===== config.mk =====
export PLATFORM = sky130hd
export DESIGN_NAME = cae_sequencer
export DESIGN_NICKNAME = d
export VERILOG_FILES = /design/src/cae_pkg.sv /design/src/cae_sequencer.sv
export SDC_FILE = /design/constraint.sdc
export NUM_CORES = 1
export LEC_CHECK = 0
export ABC_AREA = 1
export BUFFER_PORTS_ARGS = -buffer_cell sky130_fd_sc_hd__buf_2
export CORE_MARGIN = 3
export CORE_UTILIZATION = 51
export CTS_BUF_LIST = sky130_fd_sc_hd__clkbuf_16
export CTS_CLUSTER_DIAMETER = 30
export DETAILED_ROUTE_END_ITERATION = 6
export HOLD_SLACK_MARGIN = 0.02
export PLACE_DENSITY = 0.84
export SYNTH_ARGS = -nofsm -noshare
export SYNTH_HDL_FRONTEND = slang
export SYNTH_SLANG_ARGS = --single-unit

===== constraint.sdc =====
create_clock -name clk -period 2.86 [get_ports clk]
set_input_delay 0.572 -clock clk [delete_from_list [all_inputs] [get_ports clk]]
set_output_delay 0.572 -clock clk [all_outputs]
set_load 0.02 [all_outputs]

===== src/cae_pkg.sv =====
package cae_pkg;

    typedef enum logic [1:0] {
        REG_COLUMN_COUNT = 2'd0,
        REG_ROW_COUNT    = 2'd1,
        REG_FIND_MINIMUM = 2'd2,
        REG_MATRIX_COUNT = 2'd3
    } reg_index_t;

    localparam int unsigned VALUE_W = 32;
    localparam int unsigned ROW_W   = 12;
    localparam int unsigned COL_W   = 8;
    localparam int unsigned MAT_W   = 16;

    typedef struct packed {
        logic             first_row;
        logic             last_row;
        logic             last_col;
        logic             last_mat;
        logic             find_min;
        logic [ROW_W-1:0] row;
    } step_ctrl_t;

    function automatic logic is_nan(input logic [31:0] b);
        return (b[30:23] == 8'hFF) && (b[22:0] != 23'd0);
    endfunction

    function automatic logic [31:0] order_key(input logic [31:0] b);
        logic [31:0] k;
        if (b[30:0] == 31'd0)
            k = 32'h8000_0000;
        else if (b[31])
            k = ~b;
        else
            k = b | 32'h8000_0000;
        return k;
    endfunction

endpackage


===== src/cae_sequencer.sv =====
module cae_sequencer #(
    parameter int COL_AW = 8,
    parameter int ROW_PW = 12
) (
    input  logic              clk,
    input  logic              rst_n,
    input  logic              advance,
    input  logic [12:0]       cols_eff,
    input  logic [16:0]       rows_eff,
    input  logic [15:0]       mats_eff,
    input  logic              find_min,
    output logic [COL_AW-1:0] slot,
    output cae_pkg::step_ctrl_t ctrl
);
    logic [COL_AW-1:0] col_reg;
    logic [ROW_PW-1:0] row_reg;
    logic [15:0]       mat_reg;
    logic [12:0]       col_ext;
    logic [12:0]       col_use;

    always_comb
    begin
        col_ext = 13'(col_reg);
        col_use = (col_ext >= cols_eff) ? cols_eff - 13'd1 : col_ext;
        slot = col_use[COL_AW-1:0];
        ctrl.last_col = (col_ext + 13'd1) >= cols_eff;
        ctrl.last_row = (17'(row_reg) + 17'd1) >= rows_eff;
        ctrl.last_mat = (17'(mat_reg) + 17'd1) >= 17'(mats_eff);
        ctrl.first_row = (row_reg == '0);
        ctrl.find_min = find_min;
        ctrl.row = cae_pkg::ROW_W'(row_reg);
    end

    always_ff @(posedge clk or negedge rst_n)
    begin
        if (!rst_n)
        begin
            col_reg <= '0;
            row_reg <= '0;
            mat_reg <= '0;
        end
        else if (advance)
        begin
            if (ctrl.last_col)
            begin
                col_reg <= '0;
                if (ctrl.last_row)
                begin
                    row_reg <= '0;
                    mat_reg <= ctrl.last_mat ? 16'd0 : mat_reg + 16'd1;
                end
                else
                    row_reg <= row_reg + 1'b1;
            end
            else
                col_reg <= slot + 1'b1;
        end
    end
endmodule


==> out/metrics.csv <==
metric;value;unit
synth_edf_count;0;
antenna_found_initial;0;
postCtsHoldBufs;0;
synth_top_area_share;23.5;%
ys_seq_area_share;23.5;%
clkLatencyLatePin;280;ps
core-area;0.00702;mm^2
grt_pass1_wl;20.7;mm
cp.arrival;3110;ps
netlist_instances;547;
cp_num_cells;17;
pin_count;75;
io_buffers;72;
die-area;0.00859;mm^2
drt-vias-per-instance;5.85;
violations;negative setup slack;
hold_viol;0;
ys_warn_count;0;
pwr_density_cell;485;mW/mm^2
max_freq;271;MHz
largest_reg_flops;16;
grt_pass1_vias;4476;
max_cap_violations;0;
cts.sinks;36;
ys_types;36;
path_max_fanout;3;
numCtsBuffers;5;
syn2layout_area_growth;50.5;%
clock_path_buffers;2;
first_pass_iters;7;
reg2reg_depth;22;
status;complete, but fails checks;
rsz0062_at_grt;yes;
nets;807;
slew_viol_final;0;
drive_above_1_share;42.6;%
cts_tree;done;
ys_async_sr_fraction;100;%
start_kind;flop;
start_util;54.6;%
p_leak;3.06;nW
hp-class;in2async;
wl_per_cell;18.7;um
worstMarginPinSlew;867;ps
drc_errors;0;
place_hpwl;8.03;mm
drtAntennaViolNets;0;
crit_path_top_delay_cell;dfrtp_1;
synth_top_cells_by_area;dfrtp_1 24%, ha_1 17%, nand2_1 13%;
grt_max_degree;37;
critPathKind;reg2out;
htreeDepth;2;
cp.required;2290;ps
place_ws;-277;ps
path_buf_inv;4;
avgSynthCellArea;7.00;um^2
post-route-min-period;3680;ps
clock_skew;6.82;ps
grtUsageTotal;30.1;%
tns;-7020;ps
rows;30;
endpoint_kind;output port;
timing.final.ws_setup;-824;ps
cp_slowest_stage_delay;410;ps
cp_top_family;simple AND/OR/NAND/NOR gates;
syn_nets;649;
netlist_area;0.00383;mm^2
gp_congestion;0.924;
drt_wl_total;15.0;mm
diodes;0;
overflow;0;
synth_common_cells;129 x nand2_1, 106 x inv_1, 52 x ha_1;
synth_most_common_cell;nand2_1;
drt-initial-drc-count;432;
clkSlewWorstSetupHoldPaths;60;ps
slew_headroom;42.2;%
ys_ff_latch;36;
clock-root-buffer;clkbuf_16;
path_cells;ha_4 -> nand3_4 -> nor2_4 -> nand4_4 -> buf_4 -> nor3_4 -> o21ai_1 -> inv_1 -> ha_4 -> nand4_1 -> nor2_2 -> o21ai_1 -> nand2_1 -> nand2_1 -> and3_4 -> inv_6 -> buf_6;
setup_viol;21;
ir_drop;0.366;mV
period_share;129;%
vias;4692;
synth_area_leader_cell;dfrtp_1;
dieWidth;92.7;um
synth_flop_cell;dfrtp_1;
dieHeight;92.7;um
power breakdown:
part           total [W]  internal (W)  switching, W  leakage (nW)
combinational    0.00158      0.000665      0.000918          2.54
sequential      0.000677      0.000582     0.0000944         0.446
clock           0.000534      0.000315      0.000219        0.0762
worst register-to-register path, stage by stage, from the launching register on:
cell and delay, ps:
dfrtp_2 400, inv_4 70, nor3_4 210, buf_4 140, buf_4 90, buf_4 120
xor2_2 210, inv_1 90, ha_1 320, nand2_1 140, o21a_1 140, nor2_1 40
o21ai_1 130, nand3_1 100, nor2_2 150, inv_2 80, buf_6 120, buf_6 100
buf_6 120, nand2_8 90, buf_12 160, nand2_1 80, o21ai_1 110
final cells by class:
type                       instances  area (um^2)
sequential                        36          910
multi-input combinational        395         3050
timing repair buffer             158         1130
fill                             375         1260
clock inverter                     3         12.5
clock buffer                       5          125
inverter                         109          423
tap                               96          120
layout by cell type (no fill, tap or decap), types with 12 or more instances in the layout:
cell type,netlist,layout
dfrtp_1,36,29
buf_2,4,66
xor2_1,27,18
nand3_1,35,29
inv_1,106,95
nand2_2,7,21
nand2_1,129,104
nand2_4,3,13
a21oi_1,18,15
nor2_1,24,20
inv_2,3,12
ha_1,52,42
o21ai_1,16,17
buf_6,2,15
buf_4,1,73
what timing repair did:
item / in CTS / in global routing
cloned: 3 / 1
pin swaps: 24 / 38
endpoints found under the setup margin: 29 / 46
setup buffers: 32 / 14
gates resized for setup: 45 / 118
worst paths after layout:
| path | startpoint | to | slack [ps] |
|---|---|---|---|
| max in group asynchronous | rst_n | row_reg[2] | 1850 |
| hold / removal | rst_n | col_reg[2] | 410 |
| hold reg to reg | mat_reg[13] | mat_reg[13] | 570 |
| setup / recovery | mat_reg[0] | ctrl[13] | -820 |
| min in group clk | mat_reg[13] | mat_reg[13] | 570 |
| setup reg to reg | row_reg[2] | mat_reg[1] | -410 |
stage by stage:
stage          hold WS, ps  instance area [um^2]  cells  total power [W]  util, %
2_1_floorplan          276                  3870    547          0.00145        -
3_3_place_gp           512                  4680    757          0.00181     66.7
3_5_place_dp           531                  4680    757          0.00187     66.7
4_1_cts                432                  5320    797          0.00246     75.7
5_1_grt                458                  5760    802          0.00296     82.1
6_report               407                  5760    802          0.00279     82.1
cell families after synthesis:
kind of cell	synth area share, %
XOR/XNOR	7.74
AND/OR/NAND/NOR	30.4
AO/OA/AOI/OAI	9.38
adder cells (fa/ha/maj)	17.0
buffers and inverters	12.0
flip-flops	23.5
layer usage:
metal  vias up  wire length [um]  part of all wire (%)  GRT usage, %
met2       343              7400                    49          54.0
met3       117              1330                   8.9          5.44
li1       2062                 -                     -             -
met5         -                 0                     0             0
met4         0              1200                   8.0          15.9
met1      2170              5090                    34          33.6
No activity file was read; power rests on OpenSTA's default activity.
