$ cat config.mk
export PLATFORM = sky130hd
export DESIGN_NAME = cae_out_skid
export DESIGN_NICKNAME = d
export VERILOG_FILES = /design/src/cae_out_skid.sv
export SDC_FILE = /design/constraint.sdc
export NUM_CORES = 1
export LEC_CHECK = 0
export BUFFER_PORTS_ARGS = -buffer_cell sky130_fd_sc_hd__clkbuf_2
export CAP_MARGIN = 20
export CORE_AREA = 2 2 132 134
export DETAILED_ROUTE_END_ITERATION = 7
export DIE_AREA = 0 0 134 136
export PLACE_DENSITY = 0.7
export SLEW_MARGIN = 20
export SYNTH_ARGS = -nofsm -noshare
export SYNTH_HDL_FRONTEND = slang
export SYNTH_SLANG_ARGS = --single-unit
$ cat constraint.sdc
create_clock -name clk -period 5.66 [get_ports clk]
set_clock_uncertainty 0.2 [all_clocks]
set_input_delay 0.566 -clock clk [delete_from_list [all_inputs] [get_ports clk]]
set_output_delay 0.566 -clock clk [all_outputs]
set_load 0.05 [all_outputs]
$ cat src/cae_out_skid.sv
module cae_out_skid #(
    parameter int W = 54
) (
    input  logic         clk,
    input  logic         rst_n,
    input  logic         in_valid,
    input  logic [W-1:0] in_data,
    input  logic [1:0]   in_flight,
    output logic         room,
    output logic         out_valid,
    output logic [W-1:0] out_data,
    input  logic         out_stall
);
    logic [W-1:0] word_mem [4];
    logic [1:0]   wr_ptr_reg;
    logic [1:0]   rd_ptr_reg;
    logic [2:0]   count_reg;
    logic         push;
    logic         pop;
    logic [2:0]   used;

    assign out_valid = (count_reg != 3'd0);
    assign out_data  = word_mem[rd_ptr_reg];
    assign push      = in_valid;
    assign pop       = out_valid && !out_stall;
    // words still in the pipeline must all fit
    assign used      = count_reg + {1'b0, in_flight};
    assign room      = (used < 3'd4);

    always_ff @(posedge clk or negedge rst_n)
    begin
        if (!rst_n)
        begin
            wr_ptr_reg <= '0;
            rd_ptr_reg <= '0;
            count_reg  <= '0;
        end
        else
        begin
            if (push)
                wr_ptr_reg <= wr_ptr_reg + 2'd1;
            if (pop)
                rd_ptr_reg <= rd_ptr_reg + 2'd1;
            case ({push, pop})
                2'b10:   count_reg <= count_reg + 3'd1;
                2'b01:   count_reg <= count_reg - 3'd1;
                default: ;
            endcase
        end
    end

    always_ff @(posedge clk)
    begin
        if (push)
            word_mem[wr_ptr_reg] <= in_data;
    end
endmodule

==> metrics.md, run 1 <==
| Metric | Value |
|---|---|
| Kind of end point of the critical path | output port |
| Max_slew headroom | 43.23% |
| Arrival time of the worst setup path | 2.74 ns |
| Power per Cell Area | 612.7 nW/um^2 |
| DR pass1 iterations | 4 |
| Pleak | 3.435 nW |
| Die Wd | 134 um |
| Core outline area | 16880 sq um |
| Total non-filler cell area in the finished layout | 9828 sq um |
| Starting Density | 48.75% |
| Final-layout worst hold slack | 0.08351 ns |
| Count of state elements after synthesis | 223 |
| Pin count of the biggest net entering global routing | 55 |
| Final setup fails | 0 |
| RSZ-0062 raised after global routing | false |
| Mean number of vias per cell | 5.250 |
| Setup_tns | 0 ns |
| Die height | 136 um |
| Die area | 18220 sq um |
| Growth of design area from synthesis to finish | 19.45% |
| Number of buffers added by the clock tree synthesis step | 23 |
| Source-to-sink clock delay at the later pin of the worst-skew pair | 0.49 ns |
| Boundary Pins | 116 |
| Placer's final routability congestion estimate | 0.6867 |
| Post-synthesis sequential area ratio | 80.96% |
| Actual slew at the worst max-slew pin | 0.8516 ns |
| Yosys Warn Count | 0 |
| Count of max-cap constraint violations | 0 |
| Initial antenna violation count | 0 |
| Count of buffers inserted at the top-level ports | 115 |
| Wire length of the first global-routing pass | 21380 um |
| Buffer depth of the longest clock path | 3 |
| Clk pin slew, worst setup/hold paths | 0.06 ns |
| GRT Util Overall | 15.52% |
| Achievable Freq | 0.2850 GHz |
| Root cell of the clock tree | sky130_fd_sc_hd__clkbuf_16 |
| DR iter-0 viols | 170 |
| Fin nets | 522 |
| Number of cells upsized or downsized after cts | 0 |
| H-tree levels | 1 |
| Post-detailed-routing wire length | 13790 um |
| Net count of the mapped netlist | 390 |
| Clock tree from TritonCTS | yes |
| Mean instance size in the synthesized netlist | 25.47 sq um |
| Post-DP HPWL | 8134 um |
| Setup Slack @ Placement | 2.556 ns |
| Highest ir drop seen on vdd | 0.0004748 V |
| Max-slew violation total from the final report | 0 |
| Unique masters post-synth | 18 |
| Vias in the first global route | 3938 |
| Total count of hold-check failures in the final report | 0 |
| Number of cells produced by synthesis | 323 |
| Highest-count cells in the layout ignoring fill and taps | sky130_fd_sc_hd__edfxtp_1 (216), sky130_fd_sc_hd__clkbuf_2 (115), sky130_fd_sc_hd__mux4_2 (54) |
| Average wire per cell in the routed design | 19.81 um |
| Number of cell instances on the worst register-to-register path | 4 |
| Kind of start point of the critical path | flop |
| Drc violations | 0 |
| Number of sinks handled by clock tree synthesis | 223 |
| Number of routed nets with antenna violations | 0 |
| Antenna diode count | 0 |
| Most common library cell in the layout ignoring fill and taps | sky130_fd_sc_hd__edfxtp_1 |
| Routed via count | 3654 |
| WP data required | 4.89 ns |
| Proportion of layout cells with a drive suffix above 1 | 45.22% |
| Depth of the worst hold-timing path | 1 |
| Hold/Removal Path Class | primary input to flop |
| Result of the run | completed |
| Cell area after placement | 9027 sq um |
| Count of standard-cell rows | 48 |
| Total congestion overflow | 0 |
| Final worst path period need | 3.509 ns |
| Post-route fraction of the period consumed by the critical path | 62.00% |
| Maximum fanout count along the critical path | 31 |
| Setup Crit Path Kind | flop to output port |
| Area of the mapped netlist | 8228 sq um |
| Number of flip-flops under the largest register name | 216 |
| Final WS setup | 2.151 ns |
-- synthesized netlist by cell type (all sizes together) --
cell	instances	share of area, %
edfxtp	216	79
mux4	54	15
buf	12	1.1
dfrtp	7	2.1
inv	7	0.32
ha	6	0.91
xor2	6	0.64
and2	4	0.30
nand2	2	0.091
nor2	2	0.091
o21ai	2	0.12
a31oi	1	0.076
fa	1	0.24
nor3	1	0.061
nor3b	1	0.15
xnor2	1	0.11
-- per-stage QoR --
step                      power (W)  cells  util (%)
after floorplan            0.004087    323         -
after global placement     0.004513    654     53.49
after detailed placement   0.004550    654     53.49
after CTS                  0.006109    696     58.24
after global routing       0.006269    696     58.24
final                      0.006022    696     58.24
-- final cells by class --
class,count,area (sq um)
clock inverters,14,200.2
repair buffers,119,608.1
multi-input cells,81,1455
flip-flops and latches,223,6666
well taps,225,281.5
fillers,1237,7048
clock buffers,27,590.6
inverters,7,26.28
-- power breakdown --
group          switching (W)  total (W)  internal, W  leakage (nW)
clock               0.000582    0.00156     0.000975         0.385
combinational        0.00150    0.00213     0.000636         0.985
sequential          0.000163    0.00233      0.00217          2.06
-- layer usage --
| metal | vias up | track usage [%] | wire, um |
|---|---|---|---|
| met1 | 1892 | 19.83 | 5630 |
| met5 | - | 0 | 0 |
| met2 | 104 | 26.78 | 7012 |
| met3 | 31 | 3.393 | 802 |
| met4 | 0 | 5.024 | 343 |
| li1 | 1627 | - | - |
-- path summary, 6_finish.rpt --
check	from	to	slack, ns
max	rd_ptr_reg[0]	out_data[9]	2.15
min	in_data[29]	word_mem[3][29]	0.08
max reg2reg	wr_ptr_reg[1]	word_mem[1][8]	3.33
min reg2reg	count_reg[2]	count_reg[2]	0.33
max in group asynchronous	rst_n	rd_ptr_reg[0]	4.81
min in group asynchronous	rst_n	count_reg[1]	0.25
-- worst max-delay path, cell delays in order (launching register included) --
cell                       delay [ns]
sky130_fd_sc_hd__dfrtp_4         0.75
sky130_fd_sc_hd__buf_4           0.62
sky130_fd_sc_hd__mux4_2          0.60
sky130_fd_sc_hd__clkbuf_2        0.26
-- cells by family after synthesis --
group / synth area share, %
compound gates: 0.1977
xor+xnor: 0.7451
fa+ha+maj: 1.156
buf+inv: 1.460
flops: 80.96
mux: 14.78
simple gates: 0.6995
-- timing repair --
| action | CTS | global route |
|---|---|---|
| setup buffers | 0 | 0 |
| hold endpoints to repair | 7 | 0 |
| hold buffers | 1 | 0 |
Note: power is estimated with default switching activity, not from simulation.
==> run 2, diff against run 1 <==
clock period = 3.33 ns   (was 5.66 ns; I/O delays follow)
==> run 2 against run 1 <==
  * Clock power increased by 48%
  * Clock-buffer cell count rose by 1
  * Critical path depth stayed put
  * Cell area up 5.2%
  * Sequential share of layout area fell by 3.4 points
  * Sequential power rose by 71%
  * Die area unchanged
  * Hold slack improved by 0.23 ns
  * Global-route usage rose by 0.63 points
  * First-iteration DRC count rose by 31%
  * Utilization rose by 3.1 points
  * Total power up 66%
  * Highest routed layer unchanged
==> metrics.md, run 2 (synthesized netlist as in run 1, its figures left out) <==
| Metric | Value |
|---|---|
| Setup Crit Path Kind | flop to output port (unchanged) |
| Share of power burned in the clock network | 23.1% (was 25.9%) |
| Maximum fanout count along the critical path | 29 (was 31) |
| Post-DP HPWL | 8263 um (was 8134 um) |
| Result of the run | completed (unchanged) |
| Final setup fails | 0 (unchanged) |
| Highest ir drop seen on vdd | 0.0005674 V (was 0.0004748 V) |
| Fraction of power spent switching nets | 38.11% (was 37.25%) |
| Number of cell instances on the worst register-to-register path | 8 (was 4) |
| Share of total power in sequential cells | 39.8% (was 38.7%) |
| Pint | 0.006199 W (was 0.003779 W) |
| Count of standard-cell rows | 48 (unchanged) |
| Total congestion overflow | 0 (unchanged) |
| Critical path's slowest cell | sky130_fd_sc_hd__dfrtp_4 (unchanged) |
| Max_slew headroom | 43.58% (was 43.23%) |
| Wl on met1 | 5978 um (was 5630 um) |
| Number of routed nets with antenna violations | 0 (unchanged) |
| Total non-filler cell area in the finished layout | 10340 sq um (was 9828 sq um) |
| Pin count of the biggest net entering global routing | 55 (unchanged) |
| WP data required | 2.80 ns (was 4.89 ns) |
| Highest-count cells in the layout ignoring fill and taps | sky130_fd_sc_hd__edfxtp_1 (216), sky130_fd_sc_hd__clkbuf_2 (115), sky130_fd_sc_hd__dlygate4sd3_1 (59) (was sky130_fd_sc_hd__edfxtp_1 (216), sky130_fd_sc_hd__clkbuf_2 (115), sky130_fd_sc_hd__mux4_2 (54)) |
| Number of buffers added by the clock tree synthesis step | 22 (was 23) |
| Total buffers and inverters traversed by the critical path | 2 (unchanged) |
| Die Wd | 134 um (unchanged) |
| Met2 routed wirelength | 7420 um (was 7012 um) |
| Critical R2R Launch | count_reg[0] (was wr_ptr_reg[1]) |
| Placed cells | 655 (was 654) |
| Setup slack, reg-to-reg | 1.20 ns (was 3.33 ns) |
| Register area | 6666 sq um (unchanged) |
| Number of cells in the finished layout apart from fillers | 753 (was 696) |
| Average wire per cell in the routed design | 19.15 um (was 19.81 um) |
| Clk pin slew, worst setup/hold paths | 0.06 ns (about the same) |
| Final WS setup | 0.3835 ns (was 2.151 ns) |
| Buffer depth of the longest clock path | 3 (unchanged) |
| Wire length of the first global-routing pass | 22440 um (was 21380 um) |
| DR iter-0 viols | 222 (was 170) |
| Fin nets | 580 (was 522) |
| Mean number of vias per cell | 5.175 (was 5.250) |
| Endpoint of the worst hold path | count_reg[2] (was word_mem[3][29]) |
| Root cell of the clock tree | sky130_fd_sc_hd__clkbuf_16 (unchanged) |
| End of the worst register-to-register path | count_reg[2] (was word_mem[1][8]) |
| Power per Cell Area | 968.3 nW/um^2 (was 612.7 nW/um^2) |
| Multi-input combinational cell area | 1455 sq um (unchanged) |
| Growth of design area from synthesis to finish | 25.72% (was 19.45%) |
| Pleak | 3.629 nW (was 3.435 nW) |
| Final worst path period need | 2.946 ns |
| Top layer reached by signal wires | met4 (unchanged) |
| Routed via count | 3897 (was 3654) |
| RSZ-0062 raised after global routing | false (unchanged) |
| Count of buffers inserted at the top-level ports | 115 (unchanged) |
| Largest stage delay on the critical path | 0.81 ns (was 0.75 ns) |
| Max-slew violation total from the final report | 0 (unchanged) |
| H-tree levels | 1 (unchanged) |
| Vias in the first global route | 4166 (was 3938) |
| Arrival time of the worst setup path | 2.41 ns (was 2.74 ns) |
| Source-to-sink clock delay at the later pin of the worst-skew pair | 0.49 ns (about the same) |
| Boundary Pins | 116 (unchanged) |
| Drc violations | 0 (unchanged) |
| Ordered cell list for the critical path | buf_4 -> mux4_2 -> clkbuf_2 (unchanged) |
| Number of flip-flops under the largest register name | 216 (unchanged) |
| Number of sinks handled by clock tree synthesis | 223 (unchanged) |
| Post-detailed-routing wire length | 14420 um (was 13790 um) |
| Final-layout worst hold slack | 0.3140 ns (was 0.08351 ns) |
| Path length in cells of the critical path | 3 (unchanged) |
| Met3 routed wirelength | 791 um (was 802 um) |
| Count of max-cap constraint violations | 0 (unchanged) |
| Kind of end point of the critical path | output port (unchanged) |
| Filler Cell Count | 1217 (was 1237) |
| Starting Density | 48.75% (unchanged) |
| Net switching power | 0.003817 W (was 0.002243 W) |
| Most common library cell in the layout ignoring fill and taps | sky130_fd_sc_hd__edfxtp_1 (unchanged) |
| Clock tree from TritonCTS | yes (unchanged) |
| Setup_tns | 0 ns (unchanged) |
| Proportion of layout cells with a drive suffix above 1 | 39.96% (was 45.22%) |
| Initial antenna violation count | 0 (unchanged) |
| Die height | 136 um (unchanged) |
| Setup Slack @ Placement | 0.8089 ns (was 2.556 ns) |
| Combinational share of power | 37.2% (was 35.4%) |
| Antenna diode count | 0 (unchanged) |
| Core outline area | 16880 sq um (unchanged) |
| Die area | 18220 sq um (unchanged) |
| Actual slew at the worst max-slew pin | 0.8463 ns (was 0.8516 ns) |
| Cell family contributing the most delay on the critical path | flip-flops (was buffers and inverters) |
| Achievable Freq | 0.3394 GHz |
| Total count of hold-check failures in the final report | 0 (unchanged) |
| Depth of the worst hold-timing path | 1 (unchanged) |
| Hold/Removal Path Class | flop to flop (was primary input to flop) |
| Post-route fraction of the period consumed by the critical path | 88.48% |
| Cell area after placement | 9072 sq um (was 9027 sq um) |
| DR pass1 iterations | 4 (unchanged) |
| Number of cells upsized or downsized after cts | 0 (unchanged) |
| Placer's final routability congestion estimate | 0.6738 (was 0.6867) |
| Kind of start point of the critical path | flop (unchanged) |
| GRT Util Overall | 16.15% (was 15.52%) |
| Hold Startpoint | count_reg[2] (was in_data[29]) |
| Buffer count from post-CTS setup fixing | 0 (unchanged) |
[run 2: how the worst max path moves through the flow]
stage                  startpoint        endpoint  slack [ns]
detailed placement  rd_ptr_reg[0]    out_data[21]        0.81
finish              rd_ptr_reg[0]    out_data[53]        0.38
global placement    rd_ptr_reg[0]    out_data[24]        0.82
CTS                 rd_ptr_reg[0]    out_data[21]        0.27
global route        rd_ptr_reg[0]    out_data[53]        0.21
floorplan           wr_ptr_reg[0]  word_mem[0][0]        0.81
[run 2: metrics by stage]
stage          total power (W)  utilization, %
6_report               0.01002           61.29
5_1_grt                0.01045           61.29
4_1_cts                0.01018           61.29
3_5_place_dp          0.007792           53.76
3_3_place_gp          0.007724           53.76
2_1_floorplan         0.006947               -
[run 2: cell type report]
| cell class | instances | area share [%] |
|---|---|---|
| Timing Repair Buffer | 178 | 11.93 |
| Inverter | 7 | 0.2540 |
| Clock inverter | 11 | 0.8346 |
| Sequential cell | 223 | 64.45 |
| Multi-Input combinational cell | 81 | 14.07 |
| Clock buffer | 28 | 5.746 |
| Tap cell | 225 | 2.722 |
[run 2: metal layers]
metal	GRT usage [%]	vias up
met2	28.63	112
met1	20.58	2011
met5	0	-
li1	-	1747
met3	3.169	27
met4	4.374	0
[run 2: timing repair]
action,CTS,global route
hold buffers,59,0
endpoints found under the setup margin,0,0
endpoints found under the hold margin,227,0
[run 2: power by group through the flow]
stage,logic (W),clock network (W),registers [W]
after floorplan,0.00311,0,0.00384
after global placement,0.00369,0,0.00403
after detailed placement,0.00372,0,0.00407
after CTS,0.00379,0.00238,0.00401
after global routing,0.00391,0.00248,0.00406
final,0.00372,0.00231,0.00398
