[src/cae_pkg.sv]
package cae_pkg;

    typedef enum logic [1:0] {
        REG_COLUMN_COUNT = 2'd0,
        REG_ROW_COUNT    = 2'd1,
        REG_FIND_MINIMUM = 2'd2,
        REG_MATRIX_COUNT = 2'd3
    } reg_index_t;

    localparam int unsigned VALUE_W = 32;
    localparam int unsigned ROW_W   = 12;
    localparam int unsigned COL_W   = 8;
    localparam int unsigned MAT_W   = 16;

    typedef struct packed {
        logic             first_row;
        logic             last_row;
        logic             last_col;
        logic             last_mat;
        logic             find_min;
        logic [ROW_W-1:0] row;
    } step_ctrl_t;

    function automatic logic is_nan(input logic [31:0] b);
        return (b[30:23] == 8'hFF) && (b[22:0] != 23'd0);
    endfunction

    function automatic logic [31:0] order_key(input logic [31:0] b);
        logic [31:0] k;
        if (b[30:0] == 31'd0)
            k = 32'h8000_0000;
        else if (b[31])
            k = ~b;
        else
            k = b | 32'h8000_0000;
        return k;
    endfunction

endpackage

[src/cae_config.sv]
module cae_config #(
    parameter int MAX_COLUMNS = 256,
    parameter int MAX_ROWS    = 4096
) (
    input  logic        clk,
    input  logic        rst_n,
    input  logic        cfg_valid,
    output logic        cfg_ready,
    input  logic [1:0]  cfg_index,
    input  logic [15:0] cfg_data,
    output logic [12:0] cols_eff,
    output logic [16:0] rows_eff,
    output logic [15:0] mats_eff,
    output logic        find_min
);
    logic [8:0]  column_count_reg;
    logic [12:0] row_count_reg;
    logic        find_minimum_reg;
    logic [15:0] matrix_count_reg;

    assign cfg_ready = 1'b1;

    always_ff @(posedge clk or negedge rst_n)
    begin
        if (!rst_n)
        begin
            column_count_reg <= 9'd1;
            row_count_reg    <= 13'd1;
            find_minimum_reg <= 1'b0;
            matrix_count_reg <= 16'd1;
        end
        else if (cfg_valid)
        begin
            case (cae_pkg::reg_index_t'(cfg_index))
                cae_pkg::REG_COLUMN_COUNT: column_count_reg <= cfg_data[8:0];
                cae_pkg::REG_ROW_COUNT:    row_count_reg    <= cfg_data[12:0];
                cae_pkg::REG_FIND_MINIMUM: find_minimum_reg <= cfg_data[0];
                cae_pkg::REG_MATRIX_COUNT: matrix_count_reg <= cfg_data;
                default: ;
            endcase
        end
    end

    always_comb
    begin
        if (column_count_reg == 9'd0)
            cols_eff = 13'd1;
        else if ({4'd0, column_count_reg} > 13'(MAX_COLUMNS))
            cols_eff = 13'(MAX_COLUMNS);
        else
            cols_eff = {4'd0, column_count_reg};
        if (row_count_reg == 13'd0)
            rows_eff = 17'd1;
        else if ({4'd0, row_count_reg} > 17'(MAX_ROWS))
            rows_eff = 17'(MAX_ROWS);
        else
            rows_eff = {4'd0, row_count_reg};
        mats_eff = (matrix_count_reg == 16'd0) ? 16'd1 : matrix_count_reg;
    end

    assign find_min = find_minimum_reg;
endmodule

[config.mk]
export PLATFORM = sky130hd
export DESIGN_NAME = cae_config
export DESIGN_NICKNAME = d
export VERILOG_FILES = /design/src/cae_pkg.sv /design/src/cae_config.sv
export SDC_FILE = /design/constraint.sdc
export NUM_CORES = 1
export LEC_CHECK = 0
export BUFFER_PORTS_ARGS = -buffer_cell sky130_fd_sc_hd__buf_4
export CAP_MARGIN = 20
export CORE_MARGIN = 2
export CORE_UTILIZATION = 45
export CTS_CLUSTER_DIAMETER = 100
export CTS_CLUSTER_SIZE = 24
export DETAILED_ROUTE_END_ITERATION = 10
export PLACE_DENSITY = 0.79
export SYNTH_ARGS = -nofsm -noshare
export SYNTH_HDL_FRONTEND = slang
export SYNTH_SLANG_ARGS = --single-unit
export TNS_END_PERCENT = 10
[constraint.sdc]
create_clock -name clk -period 1.5 [get_ports clk]
set_input_delay 0.3 -clock clk [delete_from_list [all_inputs] [get_ports clk]]
set_output_delay 0.3 -clock clk [all_outputs]
set_load 0.01 [all_outputs]
==> results of run 1 <==
-- cells by family after synthesis --
group | count (synthesis)
muxes | 39
AOI/OAI and AO/OA | 3
DFF | 39
and+or+nand+nor | 34
buffers and inverters | 30
other | 2
-- cell usage after synthesis --
cell	number	area, um^2
sky130_fd_sc_hd__a31oi_1	1	6.26
sky130_fd_sc_hd__nor3b_1	1	7.51
sky130_fd_sc_hd__a41o_1	1	10.0
sky130_fd_sc_hd__nand2_1	1	3.75
sky130_fd_sc_hd__dfrtp_1	36	901
sky130_fd_sc_hd__nand3b_1	1	7.51
sky130_fd_sc_hd__clkbuf_1	18	67.6
sky130_fd_sc_hd__conb_1	2	7.51
sky130_fd_sc_hd__nor3_1	3	15.0
sky130_fd_sc_hd__nor2b_1	18	113
sky130_fd_sc_hd__dfstp_2	3	78.8
sky130_fd_sc_hd__nand3_2	1	10.0
sky130_fd_sc_hd__a21oi_1	1	5.00
sky130_fd_sc_hd__nor2_1	3	11.3
sky130_fd_sc_hd__buf_6	1	11.3
sky130_fd_sc_hd__buf_4	10	75.1
sky130_fd_sc_hd__buf_2	1	5.00
sky130_fd_sc_hd__nor4_1	6	37.5
sky130_fd_sc_hd__mux2_2	39	439
-- final timing paths --
path | startpoint | to | slack (ns) | depth (start not counted)
min in group asynchronous | rst_n | matrix_count_reg[15]$_DFFE_PN0P_ | 0.51 | 2
worst min register to register | find_min$_DFFE_PN0P_ | find_min$_DFFE_PN0P_ | 0.52 | 1
worst max-delay path | column_count_reg[5]$_DFFE_PN0P_ | cols_eff[0] | -0.14 | 4
worst max register to register | row_count_reg[1]$_DFFE_PN0P_ | row_count_reg[1]$_DFFE_PN0P_ | 0.59 | 2
max in group asynchronous | rst_n | row_count_reg[12]$_DFFE_PN0P_ | 0.63 | 2
worst min-delay path | cfg_data[13] | matrix_count_reg[13]$_DFFE_PN0P_ | 0.24 | 2
-- routing by layer --
metal	global-route usage	share of wire	up-vias
met2	0.325	0.52	49
met3	0.0517	0.067	5
met5	0	0	-
li1	-	-	563
met4	0.0765	0.016	0
met1	0.214	0.40	593
-- through the flow --
| stage | total power [mW] | util | instances |
|---|---|---|---|
| 3_3_place_gp | 2.26 | 0.558 | 235 |
| 3_5_place_dp | 2.31 | 0.558 | 235 |
| 2_1_floorplan | 1.89 | - | 154 |
| 4_1_cts | 3.05 | 0.589 | 244 |
| 5_1_grt | 3.21 | 0.595 | 245 |
| 6_report | 3.04 | 0.595 | 245 |
-- cell type report --
class | instances | area [um^2] | share of cell area
Sequential cell | 39 | 981 | 0.418
Clock buffer | 7 | 86.3 | 0.0368
Clock inverter | 1 | 8.76 | 0.00374
Timing Repair Buffer | 63 | 475 | 0.203
Multi-Input combinational cell | 85 | 731 | 0.312
Tap cell | 50 | 62.6 | 0.0267
-- where the power goes --
part | switching, mW | total [mW] | internal (mW)
combinational | 0.345 | 0.854 | 0.509
clock | 0.347 | 0.723 | 0.376
sequential | 0.194 | 1.46 | 1.26
-- repair_timing --
action                                  in CTS  in global routing
cloned                                       0                  0
resized for setup                            3                  3
hold endpoints to repair                    36                  0
pin swaps                                    1                  1
hold buffers                                 1                  0
buffers inserted                             0                  1
endpoints found under the setup margin       3                  7
==> impl_summary.md, run 1 <==
Global route
The via count of the first global-routing pass was 1181. The first global-routing pass estimated 5.97 mm of wire. The total routing usage reported by global routing is 0.186. Entering global routing, the biggest net connects 40 pins. The initial antenna violation count is 0. After global routing the overflow that remains totals 0.

Timing
Setup repair after global routing could not meet its margin everywhere. Summed over all failing endpoints, the final setup total negative slack is -0.329 ns. The worst hold slack after final layout is 0.241 ns. For this run, the top clock speed supported by timing is 610 MHz. The final number of max-transition violations is 0.

Setup violations remaining at the end of the flow were counted as 3. The post-route clock skew is 0 ns. The ratio of final minimum period to clock period is 1.09. The final critical path time including I/O delays and setup is 1.64 ns. The worst path setup slack after routing is -0.138 ns. The final hold violation count is 0.

Finish
The library cells used most frequently in the layout, excluding fill and tap cells, are sky130_fd_sc_hd__buf_4 (62), sky130_fd_sc_hd__mux2_2 (39), sky130_fd_sc_hd__dfrtp_1 (35), sky130_fd_sc_hd__nor2b_1 (18), sky130_fd_sc_hd__conb_1 (9). Counting the fill cells in the layout gives 304. The library cell used most frequently in the layout, excluding fill and tap cells, is sky130_fd_sc_hd__buf_4.

The cell area after layout is 0.00234 mm^2. 0 antenna diodes ended up in the layout. In the final design database the tool counted 215 nets. In the final layout, the share of cells above drive strength 1 is 0.605. The growth of design area from synthesis to finish is 29.4%. The register with the most flip-flops in the layout has 16 of them.

Synthesis
Synthesis handed over a netlist of 147 instances. The synthesized design contains 39 register bits. The portion of the post-synthesis area used by sequential elements is 0.541.

By area, the combinational part of the netlist is dominated by multiplexers. Of the total synthesized cell area, the portion taken by AND, OR, NAND and NOR gates is 0.113. Of the total synthesized cell area, the portion taken by full adders, half adders and majority gates is 0. The mean area per synthesized cell is 12.3 um^2. The number of different library cells used by synthesis comes to 19. Of the total synthesized cell area, the portion taken by XOR and XNOR cells is 0. The share of cell area taken by muxes after synthesis is 0.242. The area of the mapped netlist is 0.00181 mm^2. The share of the synthesized area in compound gates (AO/OA/AOI/OAI) was 0.0117. During synthesis, Yosys emitted a total of 0 warnings.

Route
The iteration-0 DRC count of the detailed router is 25. For this run, design rule violations remaining after detail routing come to 0. The overall via count from detail_route is 1210. Dividing the detail-routed wire length by the instance count gives 15.5 um. In the routed layout, each cell is associated on average with a via count of 4.94. After detailed routing, the total wire length is 3.80 mm. In this run the remaining antenna-violating nets after routing total 0. The detailed-router iteration count before antenna repair is 4.

Place
The setup slack after placement is 0.138 ns. The count of buffers added on input and output ports is 59. The HPWL after detailed placement is 2.95 mm. The cell area after placement is 0.00220 mm^2. The congestion estimate from routability-driven global placement came to 0.758.

Critical path
The sum of buffers and inverters on the critical path is 1. The top fanout value on the critical path is 3. The worst setup path is captured at an output pin. The cell family contributing the most delay on the critical path is simple AND/OR/NAND/NOR gates.

The critical path is of the flop to output pin type. STA puts the critical path data required time at 1.20 ns. The signal on the critical path passes through nor4_2, a21oi_1, nor2_1, buf_4. The largest single stage delay on the critical path is 0.40 ns. The nature of the critical path startpoint is a flop. The cell at the slowest stage of the critical path is sky130_fd_sc_hd__dfrtp_1. Data on the critical path arrives at its endpoint at 1.34 ns.

Floorplanning
In this run the vertical extent of the chip is 67.5 um. 69 I/O pins were placed. The die is 67.5 um wide. The row count is 23. The initial standard-cell utilization of the core is 0.460. The die covers 0.00455 mm^2.

The core box area is 0.00394 mm^2.

Clock tree
The TritonCTS clock tree is done. The clock-pin slew on the worst setup and hold paths is 0.07 ns. The clock tree synthesis step divided the H-tree into 2 levels.

The insertion delay of the later-clocked pin in the worst-skew pair is 0.29 ns. The number of clock sinks seen by CTS is 39. Clock tree synthesis inserted a total of 5 buffers. The clock tree buffer depth is 2. The tree is rooted in a sky130_fd_sc_hd__clkbuf_8.

Status
The run finished, with violations left. The final reports fail on negative setup slack.

Power
In this run the power density over the cells is 1290 mW/mm^2. The maximum VDD drop is 782 uV. The cell leakage power is 1.08 nW.

Job
The number of maximum-capacitance constraint violations is 0.

Hold path
The tightest min-delay check is of the primary input to flop type.
No activity file was read; power rests on OpenSTA's default activity.
==> run 2: changes to the inputs <==
MAX_ROUTING_LAYER = met4   (was unset)
==> run 2 against run 1 <==
Against the previous run: worst hold slack barely moved; power barely moved; register-to-register slack is essentially flat; the flow still finishes with violations (negative setup slack).
==> impl_summary.md, run 2 (synthesis results as in run 1) <==
Status
The run finished, with violations left. The checks that failed: negative setup slack.

Power
The cell leakage power was 1.08 nW (unchanged). The power share of the sequential group was 0.480 (about the same). The total power divided by cell area came to 1290 mW/mm^2 (about the same). The net switching fraction of the power is 0.292 (about the same).

The internal power of the cells is 2.15 mW (about the same). The proportion of power drawn by the clock network is 0.238 (about the same). The reported net switching power is 0.886 mW (about the same). The final total power is 3.04 mW (about the same). The share of total power in combinational logic came to 0.281 (about the same). The maximum VDD drop is 782 uV (about the same).

Finish
The non-filler instance count after layout is 245 (unchanged). The growth of design area from synthesis to finish is 29.4% (unchanged). Leaving out fill and tap cells, the most frequent cell in the layout is sky130_fd_sc_hd__buf_4.

The library cells used most frequently in the layout, excluding fill and tap cells, are sky130_fd_sc_hd__buf_4 (62), sky130_fd_sc_hd__mux2_2 (39), sky130_fd_sc_hd__dfrtp_1 (35), sky130_fd_sc_hd__nor2b_1 (18), sky130_fd_sc_hd__conb_1 (9). The final layout net count is 215 (unchanged). The number of flip-flops under the largest register name is 16 (unchanged). The cell area after layout is 0.00234 mm^2 (unchanged).

The fraction of layout cells with a size suffix above 1 is 0.605 (unchanged). The number of inserted diodes was 0 (unchanged).

Floorplanning
The vertical die dimension is 67.5 um (unchanged). The I/O pin count came to 69 (unchanged). The initial standard-cell utilization of the core came to 0.460 (unchanged). The die area was 0.00455 mm^2 (unchanged). The row count is 23 (unchanged). The core box area is 0.00394 mm^2 (unchanged). The horizontal extent of the die is 67.5 um (unchanged).

Route
The iteration-0 DRC count of the detailed router is 29 (+16%). The average wire per cell in the routed design is 15.5 um (about the same). The sum of routed wire length over all layers is 3.79 mm (about the same).

The detailed-router iteration count before antenna repair was 4 (unchanged). The overall via count from detail_route is 1210 (unchanged). The count of antenna-violating nets left after detailed routing is 0 (unchanged). The via density per instance is 4.94 (unchanged). The detailed-route DRC error count is 0 (unchanged).

Timing
Setup repair after global routing could not meet its margin everywhere. The count of final setup violators is 3 (unchanged). The final number of max-transition violations is 0 (unchanged).

The ratio of final minimum period to clock period is 1.09 (about the same). The final critical path time including I/O delays and setup is 1.64 ns (-0.000205 ns). The worst path setup slack after routing was -0.138 ns (+0.000205 ns).

The worst hold slack after final layout is 0.241 ns (+0.000176 ns). The final hold violation count is 0 (unchanged). The post-route clock skew is 0 ns (unchanged). The highest clock frequency the design can meet came to 610 MHz (about the same).

Global route
The via count of the first global-routing pass is 1183 (+0.17%). The wire length of the first global-routing pass is 5.95 mm (-0.23%). The global route total overflow was 0 (unchanged). The initial antenna violation count was 0 (unchanged). The total routing usage reported by global routing was 0.191 (+0.00547). The pin count of the biggest net entering global routing came to 40 (unchanged).

Critical path
The sum of buffers and inverters on the critical path was 1 (unchanged). The delay contributed by the slowest stage of the critical path is 0.40 ns (about the same). Among all stages on the critical path, the largest delay is contributed by sky130_fd_sc_hd__dfrtp_1. The worst setup path is captured at an output pin. The category of the most critical setup path is flop to output pin. Among cell families on the critical path, the largest total delay comes from simple AND/OR/NAND/NOR gates. The reg-to-reg setup timing slack is 0.59 ns (about the same).

The top fanout value on the critical path is 3 (unchanged). The nature of the critical path startpoint is a flop. The required time of the critical path is 1.20 ns (about the same). The critical path goes through nor4_2, a21oi_1, nor2_1, buf_4. The critical path arrival was 1.34 ns (about the same).

Clock tree
The clock-pin slew on the worst setup and hold paths is 0.07 ns (about the same). The number of clock buffers inserted by TritonCTS is 5 (unchanged). The deepest level of the CTS H-tree is 2 (unchanged). The TritonCTS clock tree is done. The clock tree buffer depth is 2 (unchanged). The number of clock sinks seen by CTS is 39 (unchanged). The insertion delay of the later-clocked pin in the worst-skew pair is 0.29 ns (about the same). In this run the clock root is driven by a sky130_fd_sc_hd__clkbuf_8.

Place
The count of placed standard cells including taps is 235 (unchanged). The setup slack after placement came to 0.138 ns (unchanged). The global placer's final weighted congestion was 0.768 (+1.3%). The quantity of I/O buffers inserted on ports came to 59 (unchanged). The HPWL after detailed placement was 2.95 mm (unchanged). The cell area after placement came to 0.00220 mm^2 (unchanged).

Job
The number of maximum-capacitance constraint violations is 0 (unchanged).

Hold path
The class of the tightest hold or removal check is primary input to flop.
[run 2: cell counts in the layout (fill, tap and decap cells not counted)]
Identical to the previous run, type by type.
[run 2: what timing repair did]
action,CTS,global route
endpoints found under the hold margin,36,0
pin swaps,1,1
endpoints found under the setup margin,3,7
buffers inserted,0,1
gates resized for setup,3,3
hold buffers,1,0
gates cloned,0,0
[run 2: final timing paths]
path | start | endpoint | cells past startpoint
min in group asynchronous | rst_n | matrix_count_reg[15]$_DFFE_PN0P_ | 2
max in group asynchronous | rst_n | row_count_reg[12]$_DFFE_PN0P_ | 2
worst max-delay path | column_count_reg[5]$_DFFE_PN0P_ | cols_eff[0] | 4
worst min-delay path | cfg_data[13] | matrix_count_reg[13]$_DFFE_PN0P_ | 2
worst max register to register | row_count_reg[1]$_DFFE_PN0P_ | row_count_reg[1]$_DFFE_PN0P_ | 2
worst min register to register | find_min$_DFFE_PN0P_ | find_min$_DFFE_PN0P_ | 1
[run 2: final cells by class]
type,instances,area (um^2)
clock inverter,1,8.76
timing repair buffer,63,475
sequential,39,981
tap,50,62.6
fill,304,1600
multi-input combinational,85,731
clock buffer,7,86.3
[run 2: routing by layer]
metal	share of wire	track usage	wire, um	up-vias
met1	0.40	0.220	1530	593
met4	0.016	0.0765	61	0
met2	0.52	0.323	1970	49
met5	0	-	0	-
met3	0.062	0.0450	237	5
li1	-	-	-	563
[run 2: power by group through the flow]
stage	Combinational [mW]	Clock, mW	Sequential (mW)
after floorplan	0.503	0	1.39
after global placement	0.826	0	1.44
after detailed placement	0.849	0	1.46
after CTS	0.857	0.745	1.45
after global routing	0.925	0.797	1.49
final	0.854	0.723	1.46
[run 2: per-stage QoR]
stage / util / TNS (ns)
global placement: 0.558 / 0
detailed placement: 0.558 / 0
finish: 0.595 / -0.329
global route: 0.595 / -0.565
floorplan: - / 0
CTS: 0.589 / -0.399
